## src/hdl/tlj_pkg.sv

```systemverilog
// ----------------------------------------------------------------------------
// tlj_pkg: shared constants and types of the text line justifier
// Line geometry, character ring size, queue entry and controller states.
// ----------------------------------------------------------------------------
`default_nettype none

package tlj_pkg;

  // widest line in characters
  localparam int unsigned WIDTH_LIMIT = 32;
  // most words a line can hold
  localparam int unsigned MAX_WORDS = WIDTH_LIMIT / 2;
  // character ring holds the pending line plus the current word
  localparam int unsigned RING_DEPTH = 2 * WIDTH_LIMIT;
  localparam int unsigned RING_AW = $clog2(RING_DEPTH);
  localparam int unsigned WIDTH_W = $clog2(WIDTH_LIMIT + 1);
  localparam int unsigned IDX_W = $clog2(WIDTH_LIMIT);
  localparam int unsigned WORD_AW = $clog2(MAX_WORDS);
  localparam int unsigned CNT_W = $clog2(MAX_WORDS + 1);
  localparam int unsigned DIV_STEPS = WIDTH_W;

  localparam logic [7:0] SPACE_CHAR = 8'h20;
  localparam logic [WIDTH_W-1:0] WIDTH_RESET = WIDTH_W'(WIDTH_LIMIT);

  // classified input item as queued between front and back
  typedef struct packed {
    logic [7:0]         ch;
    logic               keep;       // character is stored
    logic [IDX_W-1:0]   idx;        // position within the current word
    logic               word_done;  // word completes with this item
    logic               text_done;  // text completes with this item
    logic [WIDTH_W-1:0] len;        // kept word length, cut at the width
  } q_entry_t;

  // line controller states
  typedef enum logic [2:0] {
    ST_IDLE,
    ST_CHECK,
    ST_ADD,
    ST_SETUP,
    ST_DIV,
    ST_EMIT
  } back_state_t;

  // what the emitter is walking over
  typedef enum logic [1:0] {
    PH_WORD,
    PH_GAP,
    PH_PAD
  } emit_phase_t;

endpackage

`default_nettype wire

```

## src/hdl/tlj_if.sv

```systemverilog
// ----------------------------------------------------------------------------
// tlj_if: channel interfaces of the text line justifier
// Input character channel, output line channel and width register channel.
// ----------------------------------------------------------------------------
`default_nettype none

interface tlj_in_if;
  logic       valid;
  logic       ready;
  logic [7:0] text_char;
  logic       word_end;
  logic       text_end;
  modport source (output valid, text_char, word_end, text_end, input ready);
  modport sink   (input valid, text_char, word_end, text_end, output ready);
endinterface

interface tlj_out_if;
  logic       valid;
  logic       ready;
  logic [7:0] out_char;
  logic       line_last;
  logic       run_last;
  modport source (output valid, out_char, line_last, run_last, input ready);
  modport sink   (input valid, out_char, line_last, run_last, output ready);
endinterface

interface tlj_cfg_if;
  logic       valid;
  logic       ready;
  logic [5:0] line_width;
  modport source (output valid, line_width, input ready);
  modport sink   (input valid, line_width, output ready);
endinterface

`default_nettype wire

```

## src/hdl/tlj_queue.sv

```systemverilog
// ----------------------------------------------------------------------------
// tlj_queue: two-entry queue between front and back
// Lets the classifier and the line controller stall independently.
// ----------------------------------------------------------------------------
`default_nettype none

module tlj_queue (
  input  wire logic              clk,
  input  wire logic              rst,
  input  wire logic              push,
  input  wire tlj_pkg::q_entry_t push_data,
  output logic                   full,
  input  wire logic              pop,
  output logic                   avail,
  output tlj_pkg::q_entry_t      head
);

  tlj_pkg::q_entry_t slots [2];
  logic              wr_ptr;
  logic              rd_ptr;
  logic [1:0]        fill;

  assign full  = (fill == 2'd2);
  assign avail = (fill != 2'd0);
  assign head  = slots[rd_ptr];

  // pointers and fill level
  always_ff @(posedge clk) begin
    if (rst) begin
      wr_ptr <= 1'b0;
      rd_ptr <= 1'b0;
      fill   <= 2'd0;
    end else begin
      if (push) wr_ptr <= ~wr_ptr;
      if (pop) rd_ptr <= ~rd_ptr;
      case ({push, pop})
        2'b10:   fill <= fill + 2'd1;
        2'b01:   fill <= fill - 2'd1;
        default: fill <= fill;
      endcase
    end
  end

  // entry storage
  always_ff @(posedge clk) begin
    if (push) slots[wr_ptr] <= push_data;
  end

endmodule

`default_nettype wire

```

## src/hdl/tlj_front.sv

```systemverilog
// ----------------------------------------------------------------------------
// tlj_front: input classifier
// Tracks the current word length, marks kept characters and word ends.
// ----------------------------------------------------------------------------
`default_nettype none

module tlj_front (
  input  wire logic                          clk,
  input  wire logic                          rst,
  input  wire logic [tlj_pkg::WIDTH_W-1:0]   width,
  tlj_in_if.sink                             text_in,
  input  wire logic                          q_full,
  output logic                               q_push,
  output tlj_pkg::q_entry_t                  q_data
);

  logic [tlj_pkg::WIDTH_W-1:0] word_len;
  logic [tlj_pkg::WIDTH_W-1:0] word_len_next;
  logic                        keep;
  logic                        done;
  logic [tlj_pkg::WIDTH_W-1:0] kept_len;

  assign text_in.ready = ~q_full;
  assign q_push        = text_in.valid & ~q_full;

  // classify the item
  assign keep     = (word_len < width);
  assign done     = text_in.word_end | text_in.text_end;
  assign kept_len = keep ? word_len + tlj_pkg::WIDTH_W'(1) : word_len;

  always_comb begin
    q_data.ch        = text_in.text_char;
    q_data.keep      = keep;
    q_data.idx       = word_len[tlj_pkg::IDX_W-1:0];
    q_data.word_done = done;
    q_data.text_done = text_in.text_end;
    q_data.len       = (kept_len > width) ? width : kept_len;
  end

  // current word length
  always_comb begin
    word_len_next = word_len;
    if (q_push) begin
      if (done) word_len_next = '0;
      else      word_len_next = kept_len;
    end
  end

  always_ff @(posedge clk) begin
    if (rst) word_len <= '0;
    else     word_len <= word_len_next;
  end

endmodule

`default_nettype wire

```

## src/hdl/tlj_back.sv

```systemverilog
// ----------------------------------------------------------------------------
// tlj_back: line controller
// Stores characters in a ring, packs words into lines and emits each line
// one character per cycle while line_out is ready, with gap sizes from a bit-serial divider.
// ----------------------------------------------------------------------------
`default_nettype none

module tlj_back (
  input  wire logic                          clk,
  input  wire logic                          rst,
  input  wire logic [tlj_pkg::WIDTH_W-1:0]   width,
  input  wire logic                          q_avail,
  input  wire tlj_pkg::q_entry_t             q_head,
  output logic                               q_pop,
  tlj_out_if.source                          line_out
);

  localparam int unsigned WW = tlj_pkg::WIDTH_W;
  localparam int unsigned AW = tlj_pkg::RING_AW;
  localparam int unsigned KW = tlj_pkg::WORD_AW;
  localparam int unsigned CW = tlj_pkg::CNT_W;
  localparam int unsigned SW = $clog2(tlj_pkg::DIV_STEPS);

  tlj_pkg::back_state_t state, state_next;
  tlj_pkg::emit_phase_t phase;

  // character ring
  logic [7:0]    ring [tlj_pkg::RING_DEPTH];
  logic [7:0]    rdata;
  logic [AW-1:0] waddr;
  logic [AW-1:0] rd_ptr, rd_ptr_next;
  logic          mem_we;

  // pending line
  logic [AW-1:0] base;
  logic [WW-1:0] chars;
  logic [CW-1:0] cnt;
  logic [WW-1:0] wlens [tlj_pkg::MAX_WORDS];
  logic [WW-1:0] cur_len;
  logic          cur_tend;
  logic          emit_full;

  // emitter
  logic [WW-1:0] each;
  logic [KW-1:0] extra;
  logic [WW-1:0] pos;
  logic [KW-1:0] k;
  logic [WW-1:0] i;
  logic [WW-1:0] gap;
  logic [WW:0]   i_inc;

  // divider
  logic [KW-1:0] rem;
  logic [WW-1:0] quo;
  logic [WW-1:0] dvd;
  logic [KW-1:0] dsr;
  logic [SW-1:0] dcnt;
  logic [KW:0]   trial;
  logic          ge;
  logic [KW-1:0] rem_new;

  // output register
  logic       ov;
  logic [7:0] oc;
  logic       ol;
  logic       orun;

  logic        emit_go;
  logic        emit_step;
  logic        last_pos;
  logic        overflow;
  logic        do_div;
  logic [WW:0] line_need;
  logic [WW:0] packed_len;

  assign line_out.valid     = ov;
  assign line_out.out_char  = oc;
  assign line_out.line_last = ol;
  assign line_out.run_last  = orun;

  // line fit and justification checks
  assign line_need  = (WW+1)'(chars) + (WW+1)'(cnt) + (WW+1)'(cur_len);
  assign overflow   = (cnt != '0) && (line_need > (WW+1)'(width));
  assign packed_len = (WW+1)'(chars) + (WW+1)'(cnt) - (WW+1)'(1);
  assign do_div     = emit_full && (cnt > CW'(1)) && (packed_len <= (WW+1)'(width));

  assign emit_go  = ~ov | line_out.ready;
  assign last_pos = (pos == width - WW'(1));
  assign i_inc    = (WW+1)'(i) + (WW+1)'(1);

  // restoring divider step
  assign trial   = {rem, dvd[WW-1]};
  assign ge      = (trial >= (KW+1)'(dsr));
  assign rem_new = ge ? KW'(trial - (KW+1)'(dsr)) : trial[KW-1:0];

  // next state
  always_comb begin
    state_next = state;
    unique case (state)
      tlj_pkg::ST_IDLE:  if (q_avail && q_head.word_done) state_next = tlj_pkg::ST_CHECK;
      tlj_pkg::ST_CHECK: state_next = overflow ? tlj_pkg::ST_SETUP : tlj_pkg::ST_ADD;
      tlj_pkg::ST_ADD:   state_next = cur_tend ? tlj_pkg::ST_SETUP : tlj_pkg::ST_IDLE;
      tlj_pkg::ST_SETUP: state_next = do_div ? tlj_pkg::ST_DIV : tlj_pkg::ST_EMIT;
      tlj_pkg::ST_DIV: begin
        if (dcnt == SW'(tlj_pkg::DIV_STEPS - 1)) state_next = tlj_pkg::ST_EMIT;
      end
      tlj_pkg::ST_EMIT: begin
        if (emit_go && last_pos) begin
          state_next = emit_full ? tlj_pkg::ST_ADD : tlj_pkg::ST_IDLE;
        end
      end
      default: state_next = tlj_pkg::ST_IDLE;
    endcase
  end

  // state outputs
  always_comb begin
    q_pop     = (state == tlj_pkg::ST_IDLE) && q_avail;
    mem_we    = q_pop && q_head.keep;
    emit_step = (state == tlj_pkg::ST_EMIT) && emit_go;
  end

  always_ff @(posedge clk) begin
    if (rst) state <= tlj_pkg::ST_IDLE;
    else     state <= state_next;
  end

  // ring addressing, read data always follows rd_ptr
  assign waddr = base + AW'(chars) + AW'(q_head.idx);

  always_comb begin
    if (state != tlj_pkg::ST_EMIT)           rd_ptr_next = base;
    else if (emit_step && phase == tlj_pkg::PH_WORD) rd_ptr_next = rd_ptr + AW'(1);
    else                                     rd_ptr_next = rd_ptr;
  end

  always_ff @(posedge clk) begin
    if (mem_we) ring[waddr] <= q_head.ch;
    rdata <= ring[rd_ptr_next];
  end

  // line bookkeeping and control
  always_ff @(posedge clk) begin
    if (rst) begin
      base   <= '0;
      chars  <= '0;
      cnt    <= '0;
      rd_ptr <= '0;
      ov     <= 1'b0;
    end else begin
      rd_ptr <= rd_ptr_next;
      if (state == tlj_pkg::ST_ADD) begin
        cnt   <= cnt + CW'(1);
        chars <= chars + cur_len;
      end
      if (emit_step) begin
        ov <= 1'b1;
        if (last_pos) begin
          base  <= base + AW'(chars);
          chars <= '0;
          cnt   <= '0;
        end
      end else if (line_out.ready) begin
        ov <= 1'b0;
      end
    end
  end

  // word, divider and emitter datapath
  always_ff @(posedge clk) begin
    case (state)
      tlj_pkg::ST_IDLE: begin
        if (q_pop && q_head.word_done) begin
          cur_len  <= q_head.len;
          cur_tend <= q_head.text_done;
        end
      end
      tlj_pkg::ST_CHECK: emit_full <= overflow;
      tlj_pkg::ST_ADD: begin
        wlens[cnt[KW-1:0]] <= cur_len;
        emit_full          <= 1'b0;
      end
      tlj_pkg::ST_SETUP: begin
        each  <= WW'(1);
        extra <= '0;
        pos   <= '0;
        k     <= '0;
        i     <= '0;
        phase <= tlj_pkg::PH_WORD;
        rem   <= '0;
        quo   <= '0;
        dvd   <= width - chars;
        dsr   <= KW'(cnt - CW'(1));
        dcnt  <= '0;
      end
      tlj_pkg::ST_DIV: begin
        rem  <= rem_new;
        quo  <= {quo[WW-2:0], ge};
        dvd  <= {dvd[WW-2:0], 1'b0};
        dcnt <= dcnt + SW'(1);
        if (dcnt == SW'(tlj_pkg::DIV_STEPS - 1)) begin
          each  <= {quo[WW-2:0], ge};
          extra <= rem_new;
        end
      end
      tlj_pkg::ST_EMIT: begin
        if (emit_step) begin
          oc   <= (phase == tlj_pkg::PH_WORD) ? rdata : tlj_pkg::SPACE_CHAR;
          ol   <= last_pos;
          orun <= last_pos && !(emit_full && cur_tend);
          pos  <= pos + WW'(1);
          case (phase)
            tlj_pkg::PH_WORD: begin
              if (i_inc == (WW+1)'(wlens[k])) begin
                i <= '0;
                if ((CW'(k) + CW'(1)) == cnt) begin
                  phase <= tlj_pkg::PH_PAD;
                end else begin
                  phase <= tlj_pkg::PH_GAP;
                  gap   <= each + WW'(k < extra);
                  k     <= k + KW'(1);
                end
              end else begin
                i <= i_inc[WW-1:0];
              end
            end
            tlj_pkg::PH_GAP: begin
              if (gap == WW'(1)) phase <= tlj_pkg::PH_WORD;
              else               gap   <= gap - WW'(1);
            end
            default: phase <= phase;
          endcase
        end
      end
      default: ;
    endcase
  end

endmodule

`default_nettype wire

```

## src/hdl/text_line_justifier.sv

```systemverilog
// ----------------------------------------------------------------------------
// text_line_justifier: greedy full text justification
// Packs a character stream into lines of a set width and emits them justified.
// ----------------------------------------------------------------------------
// Usage:
//   text_in  carries one word character per transfer, word_end on the last
//            character of a word and text_end on the last of the text.
//   line_out carries the lines, one character per transfer, line_last on each
//            line end, run_last on the last character caused by one input.
//   cfg      writes line_width (0 acts as 1, above 32 acts as 32); ready is
//            always high. Write it only while the block is idle.
// Timing: a word character is taken in the IDLE state of the line controller,
//   a word end runs through CHECK and ADD; each emitted line adds a setup
//   state, a bit-serial division when gaps are shared out and one character
//   per cycle while line_out is ready.
// Reset: rst clears the word, the pending line and the output register and
//   sets line_width to 32.
// Stall: a stalled receiver holds the current output transfer; the two-entry
//   queue keeps taking input until it fills.
// ----------------------------------------------------------------------------
`default_nettype none

module text_line_justifier (
  input  wire logic  clk,
  input  wire logic  rst,
  tlj_cfg_if.sink    cfg,
  tlj_in_if.sink     text_in,
  tlj_out_if.source  line_out
);

  logic [5:0]                        line_width;
  logic [tlj_pkg::WIDTH_W-1:0]       width;
  logic                              q_push;
  logic                              q_full;
  logic                              q_pop;
  logic                              q_avail;
  tlj_pkg::q_entry_t                 q_data;
  tlj_pkg::q_entry_t                 q_head;

  // width register
  assign cfg.ready = 1'b1;

  always_ff @(posedge clk) begin
    if (rst)            line_width <= 6'(tlj_pkg::WIDTH_RESET);
    else if (cfg.valid) line_width <= cfg.line_width;
  end

  // width in effect
  always_comb begin
    if (line_width == '0)                           width = tlj_pkg::WIDTH_W'(1);
    else if (line_width > 6'(tlj_pkg::WIDTH_LIMIT)) width = tlj_pkg::WIDTH_RESET;
    else                                            width = tlj_pkg::WIDTH_W'(line_width);
  end

  tlj_front u_front (
    .clk     (clk),
    .rst     (rst),
    .width   (width),
    .text_in (text_in),
    .q_full  (q_full),
    .q_push  (q_push),
    .q_data  (q_data)
  );

  tlj_queue u_queue (
    .clk       (clk),
    .rst       (rst),
    .push      (q_push),
    .push_data (q_data),
    .full      (q_full),
    .pop       (q_pop),
    .avail     (q_avail),
    .head      (q_head)
  );

  tlj_back u_back (
    .clk      (clk),
    .rst      (rst),
    .width    (width),
    .q_avail  (q_avail),
    .q_head   (q_head),
    .q_pop    (q_pop),
    .line_out (line_out)
  );

endmodule

`default_nettype wire

```

## src/flat_wrapper.sv

```systemverilog
// flat-port wrapper written by rule: the top's interface ports become plain ports
module text_line_justifier_flat 
  (clk, rst, cfg_valid, cfg_line_width, cfg_ready, text_in_valid, text_in_text_char, text_in_word_end, text_in_text_end, text_in_ready, line_out_valid, line_out_out_char, line_out_line_last, line_out_run_last, line_out_ready);
  tlj_cfg_if cfg_i ();
  tlj_in_if text_in_i ();
  tlj_out_if line_out_i ();
  input  wire logic clk;
  input  wire logic rst;
  input wire logic [$bits(cfg_i.valid)-1:0] cfg_valid;
  input wire logic [$bits(cfg_i.line_width)-1:0] cfg_line_width;
  output wire logic [$bits(cfg_i.ready)-1:0] cfg_ready;
  input wire logic [$bits(text_in_i.valid)-1:0] text_in_valid;
  input wire logic [$bits(text_in_i.text_char)-1:0] text_in_text_char;
  input wire logic [$bits(text_in_i.word_end)-1:0] text_in_word_end;
  input wire logic [$bits(text_in_i.text_end)-1:0] text_in_text_end;
  output wire logic [$bits(text_in_i.ready)-1:0] text_in_ready;
  output wire logic [$bits(line_out_i.valid)-1:0] line_out_valid;
  output wire logic [$bits(line_out_i.out_char)-1:0] line_out_out_char;
  output wire logic [$bits(line_out_i.line_last)-1:0] line_out_line_last;
  output wire logic [$bits(line_out_i.run_last)-1:0] line_out_run_last;
  input wire logic [$bits(line_out_i.ready)-1:0] line_out_ready;
  assign cfg_i.valid = cfg_valid;
  assign cfg_i.line_width = cfg_line_width;
  assign cfg_ready = cfg_i.ready;
  assign text_in_i.valid = text_in_valid;
  assign text_in_i.text_char = text_in_text_char;
  assign text_in_i.word_end = text_in_word_end;
  assign text_in_i.text_end = text_in_text_end;
  assign text_in_ready = text_in_i.ready;
  assign line_out_valid = line_out_i.valid;
  assign line_out_out_char = line_out_i.out_char;
  assign line_out_line_last = line_out_i.line_last;
  assign line_out_run_last = line_out_i.run_last;
  assign line_out_i.ready = line_out_ready;
  text_line_justifier u_core (.clk(clk), .rst(rst), .cfg(cfg_i), .text_in(text_in_i), .line_out(line_out_i));
endmodule
```

## config.mk

```make
export PLATFORM = sky130hd
export DESIGN_NAME = text_line_justifier_flat
export DESIGN_NICKNAME = d
export VERILOG_FILES = /design/src/hdl/tlj_pkg.sv /design/src/hdl/tlj_if.sv /design/src/hdl/tlj_queue.sv /design/src/hdl/tlj_front.sv /design/src/hdl/tlj_back.sv /design/src/hdl/text_line_justifier.sv /design/src/flat_wrapper.sv
export SDC_FILE = /design/constraint.sdc
export NUM_CORES = 1
export LEC_CHECK = 0
export ABC_AREA = 1
export BUFFER_PORTS_ARGS = -buffer_cell sky130_fd_sc_hd__buf_2
export CAP_MARGIN = 20
export CORE_UTILIZATION = 30
export DETAILED_ROUTE_END_ITERATION = 7
export PLACE_DENSITY_LB_ADDON = 0.12
export SYNTH_ARGS = -nofsm -noshare
export SYNTH_HDL_FRONTEND = slang
export SYNTH_SLANG_ARGS = --single-unit
```

## constraint.sdc

```tcl
create_clock -name clk -period 4.95 [get_ports clk]
set_input_delay 1.2375 -clock clk [delete_from_list [all_inputs] [get_ports clk]]
set_output_delay 1.2375 -clock clk [all_outputs]
set_load 0.005 [all_outputs]
```

Yosys cells after proc, flatten, opt, wreduce, memory -nomap -nowiden --
Memories as Yosys holds them, arrays and structs flattened. A register that Yosys moved wholly into a read port is not among the register bits. Index checks and enable logic that the tools add are counted.
Operators by class: add/sub/neg operators 22, $lt $le $gt $ge 8, equal/unequal tests 28, muxes and demuxes 64, bitwise gates (word level) 7, reduce and logical (&&, ||, !) cells 34
Operator list (count):
- $mux 6 | 18
- $pmux 6 s2 | 5
- $mux 4 | 7
- $pmux 4 s2 | 3
- $add 6x1->6 const B | 3
- $pmux 3 s6 | 1
- $mux 5 | 3
- $ne 2x2->1 const B | 7
- $reduce_bool 2->1 | 7
- $add 6x6->6 | 2
- $logic_and 1x1->1 | 12
- $mux 1 | 12
- $mux 2 | 6
- $pmux 2 s2 | 3
- $sub 6x1->6 const B | 2
- $pmux 5 s2 | 1
- $reduce_and 2->1 | 5
- $reduce_and 5->1 | 2
- $eq 3x3->1 const B | 3
- $mux 3 | 3
- $add 6x1->7 const B | 1
- $add 6x5->7 | 1
- $add 7x6->7 | 1
- $eq 7x6->1 | 1
- other kinds (43) | 54
Storage, ports and cells: bits in registers 117, bits in writable memories 652, output and inout bits 13, logic and storage cells 195, memories 3
Memories:
- u_core.u_back.ring | words 64, width 8, rd ports 1, clocked after Yosys merged registers in 1, wr ports 1, RTL line tlj_back.sv:28 | logic [7:0] ring [tlj_pkg::RING_DEPTH];
- u_core.u_back.wlens | words 16, width 6, rd ports 1, clocked after Yosys merged registers in 1, wr ports 1, RTL line tlj_back.sv:38 | logic [WW-1:0] wlens [tlj_pkg::MAX_WORDS];
- u_core.u_queue.slots | words 2, width 22, rd ports 1, clocked after Yosys merged registers in 1, wr ports 1, RTL line tlj_queue.sv:18 | tlj_pkg::q_entry_t slots [2];

Depth between registers and ports, before layout --
depth in word-level cells 8, gate-level depth with buffers 26, depth with buffers taken out 26

Modules after synthesis --
From an unflattened synthesis, not the netlist that was laid out.
Second synthesis, totals: cell total of the unflattened synthesis 3519, area total of the unflattened synthesis 36742.7 µm²
Modules (own cells, without submodules):
- tlj_back | instances 1, cells an instance 3226, area an instance 33676.0 µm², seq. area each 21260.4 µm²
- tlj_queue | instances 1, cells an instance 101, area an instance 1816.7 µm², seq. area each 1421.4 µm²
- tlj_front | instances 1, cells an instance 149, area an instance 977.2 µm², seq. area each 120.1 µm²
- text_line_justifier | instances 1, cells an instance 43, area an instance 272.8 µm², seq. area each 120.1 µm²

Worst setup path after synthesis --
Ideal clock, no wire load.
kind reg-to-reg, start register u_core.u_back.cnt[0], end register u_core.u_back.state[0], library setup time 132 ps, data arrival time 3427 ps, slack 1391 ps, stages on the path, launching flop included 22, clock period less this slack 3559 ps, path through dfxtp_1 -> ha_1 -> fa_1 -> xor2_1 -> ha_1 -> nand2_1 -> nor2_1 -> a211oi_1 -> o21ai_0 -> a21oi_1 -> xnor2_1 -> ha_1 -> nand2_1 -> or3_1 -> nand2_1 -> nand3_1 -> nand3_1 -> nand2_1 -> inv_1 -> nand2_1 -> nand4_1 -> a21oi_1
Between the ends: cells in the longest elaborated chain, start to end 6
RTL lines:
- start: declaration | RTL line tlj_back.sv:37 | logic [CW-1:0] cnt;
- start signal: assignment | RTL line tlj_back.sv:153 | cnt <= cnt + CW'(1);
- $add 6x5->7 | RTL line tlj_back.sv:82, tlj_back.sv:84
- $sub 7x1->7 / $add 7x6->7 (equally long branches) | RTL line tlj_back.sv:84, tlj_back.sv:82
- $le 7x6->1 / $gt 7x6->1 (equally long branches) | RTL line tlj_back.sv:85, tlj_back.sv:83
- $logic_and 1x1->1, on equally long branches | RTL line tlj_back.sv:85, tlj_back.sv:83
- $mux 1, on equally long branches | RTL line tlj_back.sv:103, tlj_back.sv:101
- $pmux 3 s6 (*) | RTL line tlj_back.sv:99 | unique case (state)
- end signal: assignment | RTL line tlj_back.sv:124 | if (rst) state <= tlj_pkg::ST_IDLE;
- end signal: assignment | RTL line tlj_back.sv:125 | else state <= state_next;
- end: declaration | RTL line tlj_back.sv:24 | tlj_pkg::back_state_t state, state_next;
Every way passes the cells marked *; elsewhere a longest branch is shown, timed or not. A chain may end at the register's enable or synchronous reset.

Worst setup path in the final report --
start register u_core.u_back.chars[0], end memory u_core.u_back.ring[13][0] (enable)
Between the ends: cells in the longest elaborated chain, start to end 2
RTL lines:
- start: declaration | RTL line tlj_back.sv:36 | logic [WW-1:0] chars;
- start signal: assignment | RTL line tlj_back.sv:154 | chars <= chars + cur_len;
- $add 6x6->6 | RTL line tlj_back.sv:129 | assign waddr = base + AW'(chars) + AW'(q_head.idx);
- $add 6x5->6 | RTL line tlj_back.sv:129
- end: declaration | RTL line tlj_back.sv:28
No other way between the ends.

==> results.toml <==
[cts]
tritoncts = "yes"
clk_pin_slew_ns = 0.06
post_cts_buffers = 0
htreeDepth = 3
cts_sinks = 782
numCtsBuffers = 93
cts_buffer_depth = 3
holdBufCountCts = 0
clk_latency_ns = 0.68
post_cts_resized = 0
cts_root_buf = "clkbuf_16"

[logic_synthesis]
synth_top_family_by_area = "simple AND/OR/NAND/NOR gates"
yosysSeqAreaShare_pct = 62.5
syn-mean-instance-area_um2 = 10.5
synth_xor_area_share_pct = 1.39
synth-edff-count = 726
yosys.area.top_type = "edfxtp_1"
synth_common_cells = "edfxtp_1, nand3_1, nand2_1, inv_1, nor2_1"
synth_warnings = 0
synth_nets = 3614
synth-simple-area-share_pct = 21.8
synth-compound-area-share_pct = 3.20
ys.flop_type = "edfxtp_1"
yosysMostFrequentCell = "edfxtp_1"
yosys_register_bits = 782
synth_area_leaders = "edfxtp_1, nand3_1, nand2_1"
syn_area_um2 = 36600
synth_top_cell_area_share_pct = 59.5
synth.distinct_cells = 48
async_flop_share_pct = 0
synthCells = 3505
synthAdderAreaFrac_pct = 3.15
synth_mux_area_share_pct = 0.0580

[power]
leakagePower_nw = 16.6
cellPowerDensity_nw_per_um2 = 415
p_seq_share_pct = 47.5
switchingPower_mw = 4.99
vdd_drop_max_uv = 232
power_frac_comb_pct = 15.2
design_power_total_mw = 17.4
p_sw_share_pct = 28.7
pwr-share-clk_pct = 37.2
power.internal_mw = 12.4

[drt]
vias_per_cell = 4.69
vias = 24783
dr.first_iter.drc_count = 1959
ant_nets = 0
dr.pass1.iters = 6
route.detailed.wl_per_inst_um = 20.5
wirelength_um = 108000
drcViolationCount = 0

[critical_path]
critPathCaptureType = "flop"
cp_num_buf_inv = 1
cpLargestDelayFamily = "simple AND/OR/NAND/NOR gates"
crit_chain = "ha_1, inv_1, fa_1, xnor2_1, ha_1, a21oi_1, nand2_1, a21o_1, a21oi_1, xnor3_1, nand3_1, nor2_1"
path_max_fanout = 8
rrSetupSlack_ns = 0.81
slowest_stage = "nor2_1"
critPathKind = "reg -> reg"
critPathRequiredTime_ns = 5.25
crit_cells = 12
ff2ff_path_depth = 12
worstPathArrival_ns = 4.43
cp-start-kind = "flop"
cp_slowest_stage_delay_ns = 0.68

[global_routing]
grt_max_degree = 146
grt_pass1_vias = 24255
grt_first_pass_wirelength_um = 160000
grt_usage_pct = 17.5
overflow = 0
antenna_found_initial = 0

[place]
port_buffers = 32
gp_congestion = 0.806
dpl.hpwl_um = 67600

[timing]
fin_tns_setup_ns = 0
setup_viol = 0
slew_violations = 0
clock_skew_ns = 0.0356
relSlewSlack_pct = 29.7
worst_pin_slew_ns = 1.05
period_minus_slack_ns = 4.14
rsz0062_at_grt = "no"
fmax_mhz = 242
final-hold-violation-count = 0
finalCritPeriodShare_pct = 83.6

[finish]
syn2layout_area_growth_pct = 14.5
final_util_pct = 34.8
nets = 3702
fill_cells = 12212
drive_gt1_share_pct = 9.37
diodes = 0

[run_status]
outcome = "completed"

[floorplanning]
rows = 127
dieArea_um2 = 124000
core_um2 = 121000
die_h_um = 352
start_util_pct = 30.4
die_x_um = 352
io_pins = 34

[min_path]
min_path_cells = 1
hp-class = "reg -> reg"

[job]
drv_cap = 0
## worst paths after layout
| check | from | to |
|---|---|---|
| min reg2reg | u_core.u_queue.rd_ptr$_SDFFE_PP0P_ | flop |
| min | u_core.u_queue.rd_ptr$_SDFFE_PP0P_ | flop |
| max | u_core.u_back.chars[0]$_SDFF_PP0_ | u_core.u_back.ring[13][0]$_DFFE_PP_ |
| max reg2reg | u_core.u_back.chars[0]$_SDFF_PP0_ | u_core.u_back.ring[13][0]$_DFFE_PP_ |
## through the flow
step | std cells | cell area, um^2 | hold WS [ns] | worst slack [ns]
final | 5283 | 42000 | 0.445 | 0.814
after global routing | 5283 | 42000 | 0.479 | 0.503
after global placement | 5109 | 39100 | 0.435 | 0.789
after floorplan | 3505 | 36600 | 0.426 | 1.39
after CTS | 5283 | 42000 | 0.443 | 0.737
after detailed placement | 5110 | 39100 | 0.439 | 0.772
## routing by layer
| metal | vias up | GRT usage (%) | wire length (um) |
|---|---|---|---|
| met1 | 12121 | 24.6 | 51700 |
| met5 | - | 0 | 0 |
| li1 | 12071 | - | - |
| met4 | 0 | 4.33 | 2010 |
| met3 | 121 | 2.62 | 4350 |
| met2 | 470 | 28.1 | 50000 |
## registers in the layout (all words and copies together), names as in the netlist, 8 cells and up, named ones only
register / flops
u_core.u_queue.slots: 44
u_core.u_back.line_out.out_char: 8
u_core.u_back.rdata: 8
u_core.u_back.wlens: 96
u_core.u_back.ring: 512
## worst reg2reg max path, delay by kind of cell (launching register included)
| family | cells | cell delay, ns |
|---|---|---|
| AOI/OAI and AO/OA | 3 | 0.62 |
| xor gates and xnor gates | 2 | 0.58 |
| adders and majority gates | 3 | 0.90 |
| buffers and inverters | 1 | 0.06 |
| DFF | 1 | 0.48 |
| and+or+nand+nor | 3 | 1.13 |
## power groups by stage
stage | Sequential [mW] | Clock [mW] | Combinational, mW
5_1_grt | 8.30 | 6.92 | 2.96
4_1_cts | 8.28 | 6.67 | 2.73
3_5_place_dp | 8.42 | 0 | 2.73
2_1_floorplan | 8.35 | 0 | 1.41
3_3_place_gp | 8.41 | 0 | 2.74
6_report | 8.27 | 6.48 | 2.65
## cells in the final DEF, fill, tap and decap left out, types with 55 or more instances in the layout
cell type,n
clkbuf_16,95
dfxtp_1,55
nand2_1,610
nand3b_1,186
buf_4,117
o21ai_0,75
inv_1,513
nor2_1,192
ha_1,81
a21oi_1,66
nand3_1,633
edfxtp_1,726
## area by class of cell
| type | count | area, um^2 | share of cell area, % |
|---|---|---|---|
| clock buffer | 125 | 2540 | 6.05 |
| clock inverter | 48 | 302 | 0.719 |
| inverter | 526 | 1970 | 4.71 |
| multi-input combinational | 2031 | 11000 | 26.1 |
| sequential | 782 | 22900 | 54.6 |
| tap | 1612 | 2020 | 4.81 |
| timing repair buffer | 159 | 1240 | 2.95 |
## cells by family after synthesis
logic type,Yosys count
adder cells (fa/ha/maj),88
flip-flops,782
other,1
multiplexers,2
AO/OA/AOI/OAI,200
XOR/XNOR,55
AND/OR/NAND/NOR,1685
buffers and inverters,692
(Power assumes the default switching activity.)
